===== src/rtl/core/dpsm_pkg.sv =====
// Shared types and constants for the dual-channel pulse-skip modulator.
// No dependencies; imported by every module in rtl/core.
`timescale 1ns / 1ps

package dpsm_pkg;

    localparam int RANGE_W = 16;
    localparam int DIV_W   = 8;
    localparam int CNT_W   = 31;
    localparam int TS_W    = 32;
    localparam int GAP_W   = 8;
    localparam int CFG_IDX_W  = 3;
    localparam int CFG_DATA_W = 31;
    localparam int IN_DATA_W  = 32;
    localparam int IN_USER_W  = 2;
    localparam int OUT_DATA_W = 72;

    localparam logic [CNT_W-1:0] CNT_MAX = {CNT_W{1'b1}};

    typedef enum logic [1:0] {
        OP_CROSSING  = 2'd0,
        OP_TIMER     = 2'd1,
        OP_CLEAR_ONE = 2'd2,
        OP_CLEAR_TWO = 2'd3
    } op_e_t;

    // configuration register indexes
    localparam logic [CFG_IDX_W-1:0] REG_RANGE      = 3'd0;
    localparam logic [CFG_IDX_W-1:0] REG_DUTY_ONE   = 3'd1;
    localparam logic [CFG_IDX_W-1:0] REG_DUTY_TWO   = 3'd2;
    localparam logic [CFG_IDX_W-1:0] REG_DIV_ONE    = 3'd3;
    localparam logic [CFG_IDX_W-1:0] REG_DIV_TWO    = 3'd4;
    localparam logic [CFG_IDX_W-1:0] REG_LIMIT_ONE  = 3'd5;
    localparam logic [CFG_IDX_W-1:0] REG_LIMIT_TWO  = 3'd6;
    localparam logic [CFG_IDX_W-1:0] REG_GAP        = 3'd7;

    typedef struct packed {
        logic [RANGE_W-1:0] duty;
        logic [DIV_W-1:0]   divider;
        logic [CNT_W-1:0]   limit;
    } chan_cfg_t;

    typedef struct packed {
        logic crossing;   // accepted zero crossing, committed this cycle
        logic clear;      // zero the fire counter
    } chan_ctrl_t;

    typedef struct packed {
        logic             skip;   // skip flag after this request
        logic [CNT_W-1:0] fires;  // fire count after this request
    } chan_stat_t;

endpackage


===== src/rtl/core/dual_pulse_skip_modulator_core.sv =====
// Top level of the two-channel pulse-skip modulator.
// Depends on dpsm_pkg, dpsm_gap_filter and dpsm_channel.
`timescale 1ns / 1ps

// Usage:
//   Slave stream carries event requests: s_tuser = operation (zero crossing,
//   timer expiry, clear counter one, clear counter two), s_tdata = ms timestamp.
//   Every request yields exactly one result on the master stream: both drive
//   levels, both fire counts and the crossing-rejected flag.
//   Config port: cfg_we/cfg_index/cfg_data writes one register per cycle;
//   write only while no request is in flight.
// Timing:
//   Requests land in an input register, the channel and filter logic computes
//   the update from it, and the result is held in an output register. One
//   request per cycle sustained while m_tready keeps the output draining; the
//   channel accumulators update as each request advances, which sets that rate.
// Reset:
//   Accumulators, counters, levels and last crossing time clear to zero;
//   range resets to 100, dividers to 1, other config registers to 0. Both streams idle.
// Backpressure:
//   When m_tready is low the result holds; the input register still takes one
//   more request, then s_tready drops until the output drains. Nothing is lost.

module dual_pulse_skip_modulator_core (
    input  logic                                 clk,
    input  logic                                 rst_n,
    // slave stream
    input  logic                                 s_tvalid,
    output logic                                 s_tready,
    input  logic [dpsm_pkg::IN_DATA_W-1:0]       s_tdata,   // [31:0] timestamp_ms
    input  logic [dpsm_pkg::IN_USER_W-1:0]       s_tuser,   // [1:0] operation
    // master stream
    output logic                                 m_tvalid,
    input  logic                                 m_tready,
    output logic [dpsm_pkg::OUT_DATA_W-1:0]      m_tdata,   // [0] drive_one, [1] drive_two,
                                                            // [32:2] fires_one,
                                                            // [63:33] fires_two,
                                                            // [64] crossing_ignored,
                                                            // [71:65] zero
    // config write port
    input  logic                                 cfg_we,
    input  logic [dpsm_pkg::CFG_IDX_W-1:0]       cfg_index,
    input  logic [dpsm_pkg::CFG_DATA_W-1:0]      cfg_data
);
    import dpsm_pkg::*;

    // configuration registers
    logic [RANGE_W-1:0] range_reg;
    logic [RANGE_W-1:0] duty_one_reg, duty_two_reg;
    logic [DIV_W-1:0]   div_one_reg, div_two_reg;
    logic [CNT_W-1:0]   limit_one_reg, limit_two_reg;
    logic [GAP_W-1:0]   gap_reg;

    // input stage
    logic               in_valid_reg, in_valid_next;
    op_e_t              op_reg;
    logic [TS_W-1:0]    ts_reg;

    // output stage
    logic               out_valid_reg, out_valid_next;
    logic               drive_one_reg, drive_two_reg;
    logic [CNT_W-1:0]   fires_one_reg, fires_two_reg;
    logic               ignored_reg;

    // levels
    logic               level_one_reg, level_one_next;
    logic               level_two_reg, level_two_next;

    logic               s_accept;
    logic               advance;
    logic               is_cross;
    logic               gap_hit;
    logic               cross_ok;
    chan_cfg_t          cfg_one, cfg_two;
    chan_ctrl_t         ctrl_one, ctrl_two;
    chan_stat_t         stat_one, stat_two;

    // result moves out of the input stage when the output register is free
    assign advance  = in_valid_reg && (!out_valid_reg || m_tready);
    assign s_tready = !in_valid_reg || advance;
    assign s_accept = s_tvalid && s_tready;

    assign is_cross = (op_reg == OP_CROSSING);
    assign cross_ok = advance && is_cross && !gap_hit;

    dpsm_gap_filter u_gap (
        .clk     (clk),
        .rst_n   (rst_n),
        .gap     (gap_reg),
        .ts      (ts_reg),
        .en      (advance && is_cross),
        .ignored (gap_hit)
    );

    assign cfg_one = '{duty: duty_one_reg, divider: div_one_reg, limit: limit_one_reg};
    assign cfg_two = '{duty: duty_two_reg, divider: div_two_reg, limit: limit_two_reg};

    assign ctrl_one = '{crossing: cross_ok, clear: advance && (op_reg == OP_CLEAR_ONE)};
    assign ctrl_two = '{crossing: cross_ok, clear: advance && (op_reg == OP_CLEAR_TWO)};

    dpsm_channel u_chan_one (
        .clk   (clk),
        .rst_n (rst_n),
        .range (range_reg),
        .cfg   (cfg_one),
        .ctrl  (ctrl_one),
        .stat  (stat_one)
    );

    dpsm_channel u_chan_two (
        .clk   (clk),
        .rst_n (rst_n),
        .range (range_reg),
        .cfg   (cfg_two),
        .ctrl  (ctrl_two),
        .stat  (stat_two)
    );

    always_comb
    begin
        level_one_next = level_one_reg;
        level_two_next = level_two_reg;
        if (cross_ok)
        begin
            level_one_next = !stat_one.skip;
            level_two_next = !stat_two.skip;
        end
        else if (advance && op_reg == OP_TIMER)
        begin
            // timer expiry forces channel one off, channel two follows its flag
            level_one_next = 1'b0;
            level_two_next = !stat_two.skip;
        end

        if (s_accept)
        begin
            in_valid_next = 1'b1;
        end
        else if (advance)
        begin
            in_valid_next = 1'b0;
        end
        else
        begin
            in_valid_next = in_valid_reg;
        end

        if (advance)
        begin
            out_valid_next = 1'b1;
        end
        else if (m_tready)
        begin
            out_valid_next = 1'b0;
        end
        else
        begin
            out_valid_next = out_valid_reg;
        end
    end

    // control and state
    always_ff @(posedge clk or negedge rst_n)
    begin
        if (!rst_n)
        begin
            in_valid_reg  <= 1'b0;
            out_valid_reg <= 1'b0;
            level_one_reg <= 1'b0;
            level_two_reg <= 1'b0;
            range_reg     <= 16'd100;
            duty_one_reg  <= '0;
            duty_two_reg  <= '0;
            div_one_reg   <= 8'd1;
            div_two_reg   <= 8'd1;
            limit_one_reg <= '0;
            limit_two_reg <= '0;
            gap_reg       <= '0;
        end
        else
        begin
            in_valid_reg  <= in_valid_next;
            out_valid_reg <= out_valid_next;
            level_one_reg <= level_one_next;
            level_two_reg <= level_two_next;
            if (cfg_we)
            begin
                case (cfg_index)
                    REG_RANGE:     range_reg     <= cfg_data[RANGE_W-1:0];
                    REG_DUTY_ONE:  duty_one_reg  <= cfg_data[RANGE_W-1:0];
                    REG_DUTY_TWO:  duty_two_reg  <= cfg_data[RANGE_W-1:0];
                    REG_DIV_ONE:   div_one_reg   <= cfg_data[DIV_W-1:0];
                    REG_DIV_TWO:   div_two_reg   <= cfg_data[DIV_W-1:0];
                    REG_LIMIT_ONE: limit_one_reg <= cfg_data[CNT_W-1:0];
                    REG_LIMIT_TWO: limit_two_reg <= cfg_data[CNT_W-1:0];
                    REG_GAP:       gap_reg       <= cfg_data[GAP_W-1:0];
                    default:       ;
                endcase
            end
        end
    end

    // payload registers
    always_ff @(posedge clk)
    begin
        if (s_accept)
        begin
            op_reg <= op_e_t'(s_tuser);
            ts_reg <= s_tdata[TS_W-1:0];
        end
        if (advance)
        begin
            drive_one_reg <= level_one_next;
            drive_two_reg <= level_two_next;
            fires_one_reg <= stat_one.fires;
            fires_two_reg <= stat_two.fires;
            ignored_reg   <= is_cross && gap_hit;
        end
    end

    assign m_tvalid = out_valid_reg;
    assign m_tdata  = {7'd0, ignored_reg, fires_two_reg, fires_one_reg,
                       drive_two_reg, drive_one_reg};

endmodule


===== src/rtl/core/dpsm_gap_filter.sv =====
// Zero-crossing debounce: rejects crossings closer than the minimum gap.
// Depends on dpsm_pkg.
`timescale 1ns / 1ps

module dpsm_gap_filter (
    input  logic                      clk,
    input  logic                      rst_n,
    input  logic [dpsm_pkg::GAP_W-1:0] gap,
    input  logic [dpsm_pkg::TS_W-1:0]  ts,
    input  logic                      en,
    output logic                      ignored
);
    import dpsm_pkg::*;

    logic [TS_W-1:0] last_reg;
    logic [TS_W-1:0] ts_minus_gap;

    assign ts_minus_gap = ts - {{(TS_W-GAP_W){1'b0}}, gap};
    assign ignored = (gap != '0) && (ts_minus_gap < last_reg) && (ts >= last_reg);

    always_ff @(posedge clk or negedge rst_n)
    begin
        if (!rst_n)
        begin
            last_reg <= '0;
        end
        else if (en && !ignored)
        begin
            last_reg <= ts;
        end
    end

endmodule


===== src/rtl/core/dpsm_channel.sv =====
// One modulator channel: period divider, phase accumulator, fire counter.
// Depends on dpsm_pkg.
`timescale 1ns / 1ps

module dpsm_channel (
    input  logic                          clk,
    input  logic                          rst_n,
    input  logic [dpsm_pkg::RANGE_W-1:0]  range,
    input  dpsm_pkg::chan_cfg_t           cfg,
    input  dpsm_pkg::chan_ctrl_t          ctrl,
    output dpsm_pkg::chan_stat_t          stat
);
    import dpsm_pkg::*;

    logic [RANGE_W-1:0] acc_reg, acc_next;
    logic               skip_reg, skip_next;
    logic [DIV_W-1:0]   count_reg, count_next;
    logic [CNT_W-1:0]   fires_reg, fires_next;

    logic [DIV_W-1:0]   dm1;
    logic               tick;
    logic [DIV_W-1:0]   count_adv;
    logic [RANGE_W-1:0] duty_c;
    logic [RANGE_W:0]   sum;
    logic [RANGE_W:0]   wrapped;
    logic               fire_raw;
    logic [CNT_W-1:0]   fires_inc;
    logic               skip_eval;

    always_comb
    begin
        dm1       = (cfg.divider == '0) ? '0 : cfg.divider - {{(DIV_W-1){1'b0}}, 1'b1};
        tick      = count_reg >= dm1;
        count_adv = tick ? count_reg - dm1 : count_reg + {{(DIV_W-1){1'b0}}, 1'b1};

        duty_c = (cfg.duty < range) ? cfg.duty : range;
        sum    = {1'b0, acc_reg} + {1'b0, duty_c};
        if (sum >= {1'b0, range})
        begin
            wrapped  = sum - {1'b0, range};
            fire_raw = 1'b1;
        end
        else
        begin
            wrapped  = sum;
            fire_raw = 1'b0;
        end
        // range lowered below the accumulator: restart from zero and fire
        if (wrapped > {1'b0, range})
        begin
            wrapped  = '0;
            fire_raw = 1'b1;
        end

        fires_inc = (fire_raw && fires_reg != CNT_MAX)
                    ? fires_reg + {{(CNT_W-1){1'b0}}, 1'b1} : fires_reg;
        skip_eval = !fire_raw || ((cfg.limit != '0) && (fires_inc > cfg.limit));

        acc_next   = acc_reg;
        skip_next  = skip_reg;
        count_next = count_reg;
        fires_next = fires_reg;
        if (ctrl.crossing)
        begin
            count_next = count_adv;
            if (tick)
            begin
                acc_next   = wrapped[RANGE_W-1:0];
                skip_next  = skip_eval;
                fires_next = fires_inc;
            end
        end
        if (ctrl.clear)
        begin
            fires_next = '0;
        end
    end

    assign stat.skip  = skip_next;
    assign stat.fires = fires_next;

    always_ff @(posedge clk or negedge rst_n)
    begin
        if (!rst_n)
        begin
            acc_reg   <= '0;
            skip_reg  <= 1'b0;
            count_reg <= '0;
            fires_reg <= '0;
        end
        else
        begin
            acc_reg   <= acc_next;
            skip_reg  <= skip_next;
            count_reg <= count_next;
            fires_reg <= fires_next;
        end
    end

endmodule

===== config.mk =====
export PLATFORM = sky130hd
export DESIGN_NAME = dual_pulse_skip_modulator_core
export DESIGN_NICKNAME = d
export VERILOG_FILES = /design/src/rtl/core/dpsm_pkg.sv /design/src/rtl/core/dual_pulse_skip_modulator_core.sv /design/src/rtl/core/dpsm_gap_filter.sv /design/src/rtl/core/dpsm_channel.sv
export SDC_FILE = /design/constraint.sdc
export NUM_CORES = 1
export LEC_CHECK = 0
export ABC_CLOCK_PERIOD_IN_PS = 31100
export BUFFER_PORTS_ARGS = -buffer_cell sky130_fd_sc_hd__clkbuf_2
export CAP_MARGIN = 20
export CORE_ASPECT_RATIO = 1.2
export CORE_MARGIN = 2
export CORE_UTILIZATION = 50
export DETAILED_ROUTE_END_ITERATION = 7
export PLACE_DENSITY = 0.65
export SLEW_MARGIN = 20
export SYNTH_ARGS = -nofsm -noshare
export SYNTH_HDL_FRONTEND = slang
export SYNTH_HIERARCHICAL = 1
export SYNTH_SLANG_ARGS = --single-unit

===== constraint.sdc =====
create_clock -name clk -period 31.1 [get_ports clk]
set_input_delay 4.665 -clock clk [delete_from_list [all_inputs] [get_ports clk]]
set_output_delay 4.665 -clock clk [all_outputs]
set_load 0.01 [all_outputs]

==> metrics.cfg <==
[routing]
vias = 20370
drt-pass1-iter-count = 5
detail_route.drc_violations = 0
first_iter_violations = 1181
drt-total-wl_mm = 66.68
wl_per_cell_um = 19.18
routed_via_density = 5.860
final_antenna_net_count = 0

[cells_and_area]
seqCellArea_sq_mm = 0.01004
syn2layout_area_growth_pct = 10.66
nets = 3100
final.fill_count = 4625
finalInstanceArea_sq_mm = 0.02934
area_taken_by_multi_input_logic_gates_sq_mm = 0.01535
antenna-diode-count = 0
drive_gt1_share_pct = 18.22

[global_route]
grt_use_met2_pct = 43.77
grt.overflow.total = 0
grt_pass1_wl_mm = 107.8
grt_util_met3_pct = 2.788
grt_pass1_vias = 20720
grt_start_max_net_pins = 89
global_route.peak_usage_layer = met2
initial_antenna_violation_count = 1
grt_usage_pct = 24.18
grt_util_met1_pct = 29.71

[clocking]
cts-root-to-sink-buffers = 3
hold_buffers = 0
postCtsResizedCells = 0
tritoncts = yes
clk-insertion-delay-late_ns = 0.58
cts.sink_count = 381
clk_transition_reported_paths_ns = 0.06
htree_num_levels = 2
cts_bufs_inserted = 43
cts_setup_buffers = 0
clockRootBuffer = sky130_fd_sc_hd__clkbuf_16

[critical_path]
crit_required_ns = 31.42
crit_path_max_incr_delay_ns = 0.62
worstSetupStartpointType = flop
critPathArrivalTime_ns = 11.92
timing.critical_path.fanout_max = 32
timing.critical_path.mode_cell = sky130_fd_sc_hd__a21oi_1
criticalPathCategory = reg -> reg
cell_with_the_largest_stage_delay_on_the_worst_path = sky130_fd_sc_hd__a221o_1
cp-end-kind = flop

[floorplanning]
floorplan.core_area_sq_mm = 0.05249
fp.dieArea_sq_mm = 0.05489
horizontal_die_dimension_um = 214.2
pin_count = 147
die_h_um = 256.2
rows = 92
floorplan.initialDensity_pct = 50.51

[sta]
hold_viol_final = 0
slew_viol_final = 0
maxSlewHeadroom_pct = 32.87
final.setup.tns_ns = 0
clock-skew-final_ns = 0.01912
worst_slew_pin_slew_ns = 0.9964
setup_violations = 0
period_minus_slack_ns = 11.60
grt_setup_unrepaired = false
min_period_over_period_pct = 37.30
clock.fmax_mhz = 86.20

[place]
finalWeightedCongestion = 0.9312
dpl-instance-area_sq_mm = 0.02782
place.port_buffers = 139
dp_hpwl_mm = 50.09

[flow_run]
max_cap_viol_count = 0

[logic_synthesis]
ys_async_sr_fraction_pct = 74.02
postSynth.topFlopCell = sky130_fd_sc_hd__dfrtp_1
number_of_flops_mapped_to_enable_cells_by_yosys = 99
sequential_area_share_after_synthesis_pct = 37.85
syn_avg_cell_area_sq_um = 10.15
synth_cell_types = 106
synth_warnings = 6
synth_instances = 2612
synth.cell_area_sq_mm = 0.02651
ys_seq_elements = 381

[outcome]
outcome = finished, final reports clean

[min_path]
hold_class = reg -> reg

[power]
ir_drop_mv = 0.08726
power.static_leakage_nw = 13.38
power_density_mw_per_mm2 = 116.5

-- cells in the final DEF, fill, tap and decap left out, drive strengths merged, types with 12 or more instances in the layout --
master  instances
o21a           18
nor3           55
a22o           32
edfxtp         99
clkbuf        195
and3           24
nand3          91
or3            26
nor4           37
nand2         183
inv           192
nor2          131
nor2b          31
a31oi          20
a21oi         154
a211oi         18
nand3b         13
dfrtp         277
mux2          213
buf            19
xor2           66
a21o           75
nand4          61
o31ai          13
o21ai         120
clkinv         14
and2           12
ha            283
xnor2         107
nand2b         23
-- cell type report --
cell class              instances  share of cell area [%]
clock buffers                  57                   4.299
clock inverters                22                  0.8615
repair buffers                157                   2.879
well taps                     705                   3.007
multi-input cells            1965                   52.33
inverters                     189                   2.418
flip-flops and latches        381                   34.21
-- final timing paths --
check	depth (start not counted)	from	slack [ns]	endpoint
hold / removal	2	level_two_reg	0.50	level_two_reg
min in group asynchronous	1	rst_n	4.11	u_chan_two/fires_reg[11]
max in group asynchronous	3	rst_n	25.21	u_chan_one/acc_reg[3]
setup reg to reg	45	range_reg[1]	19.50	drive_one_reg
setup / recovery	45	range_reg[1]	19.50	drive_one_reg
hold reg to reg	2	level_two_reg	0.50	level_two_reg
-- stage by stage --
step | worst slack (ns) | hold slack, ns | std cells | total power (W) | util [%]
final | 19.50 | 0.4970 | 3476 | 0.003418 | 55.89
after floorplan | 20.89 | 0.4552 | 2618 | 0.002371 | -
after detailed placement | 19.55 | 0.4848 | 3397 | 0.002844 | 53.00
after global routing | 18.66 | 0.5125 | 3476 | 0.003718 | 55.89
after global placement | 19.92 | 0.4771 | 3397 | 0.002788 | 53.00
after CTS | 19.55 | 0.4972 | 3476 | 0.003406 | 55.88
-- Yosys cell counts, drive strengths merged (7+ instances only) --
cell / count / area (sq um)
o21ai: 120 / 600.6
or3: 26 / 162.7
a31o: 9 / 78.83
nor3: 55 / 330.3
and4: 8 / 70.07
mux2i: 8 / 80.08
nand3b: 13 / 97.59
or4: 11 / 86.33
nand2: 183 / 706.9
nand2b: 23 / 158.9
ha: 283 / 3541
dfrtp: 277 / 6932
clkbuf: 29 / 108.9
nand3: 91 / 473.0
or2: 11 / 68.82
a211oi: 18 / 145.1
o21a: 18 / 135.1
a21boi: 7 / 56.31
edfxtp: 99 / 2973
inv: 188 / 705.7
nor2b: 31 / 193.9
nor4: 37 / 280.3
a22o: 32 / 280.3
buf: 54 / 359.1
mux2: 213 / 2511
o41ai: 7 / 80.08
o31ai: 13 / 102.6
a21oi: 154 / 774.5
fa: 7 / 140.1
a2111oi: 8 / 121.4
nor2: 131 / 499.2
nand4: 61 / 387.9
and3: 24 / 155.1
nor3b: 11 / 105.1
xnor2: 107 / 937.2
and2: 12 / 75.07
a21o: 75 / 563.0
xor2: 66 / 578.1
a31oi: 20 / 140.1
-- cell families (layout without fill, tap and decap cells) --
kind of cell	Yosys count	in the layout	share of synthesized area, %
other	1	7	0.01414
AO/OA/AOI/OAI	532	532	13.31
XOR/XNOR	173	173	5.715
flip-flops	381	381	37.85
multiplexers	221	221	9.774
AND/OR/NAND/NOR	742	742	15.00
adder cells (fa/ha/maj)	290	290	13.88
buffers and inverters	272	425	4.441
-- worst max-delay path, delay by kind of cell (launching register included) --
kind,cells,cell delay (ns)
flip-flops,1,0.56
AND/OR/NAND/NOR,8,1.61
buffers and inverters,3,0.60
AO/OA/AOI/OAI,24,5.58
adder cells (fa/ha/maj),6,1.79
XOR/XNOR,2,0.46
multiplexers,2,0.73
-- power by group --
| part | internal, W | switching [W] |
|---|---|---|
| logic | 0.000873 | 0.00130 |
| clock network | 0.000321 | 0.000218 |
| registers | 0.000618 | 0.0000873 |
| total | 0.00181 | 0.00161 |
-- per-layer routing --
layer | part of all wire (%) | vias to the layer above | wire (um)
li1 | - | 9747 | -
met1 | 42 | 10070 | 28170
met2 | 51 | 428 | 34100
met3 | 3.4 | 128 | 2294
met4 | 3.2 | 0 | 2117
met5 | 0 | - | 0
Note: power is estimated with default switching activity, not from simulation.
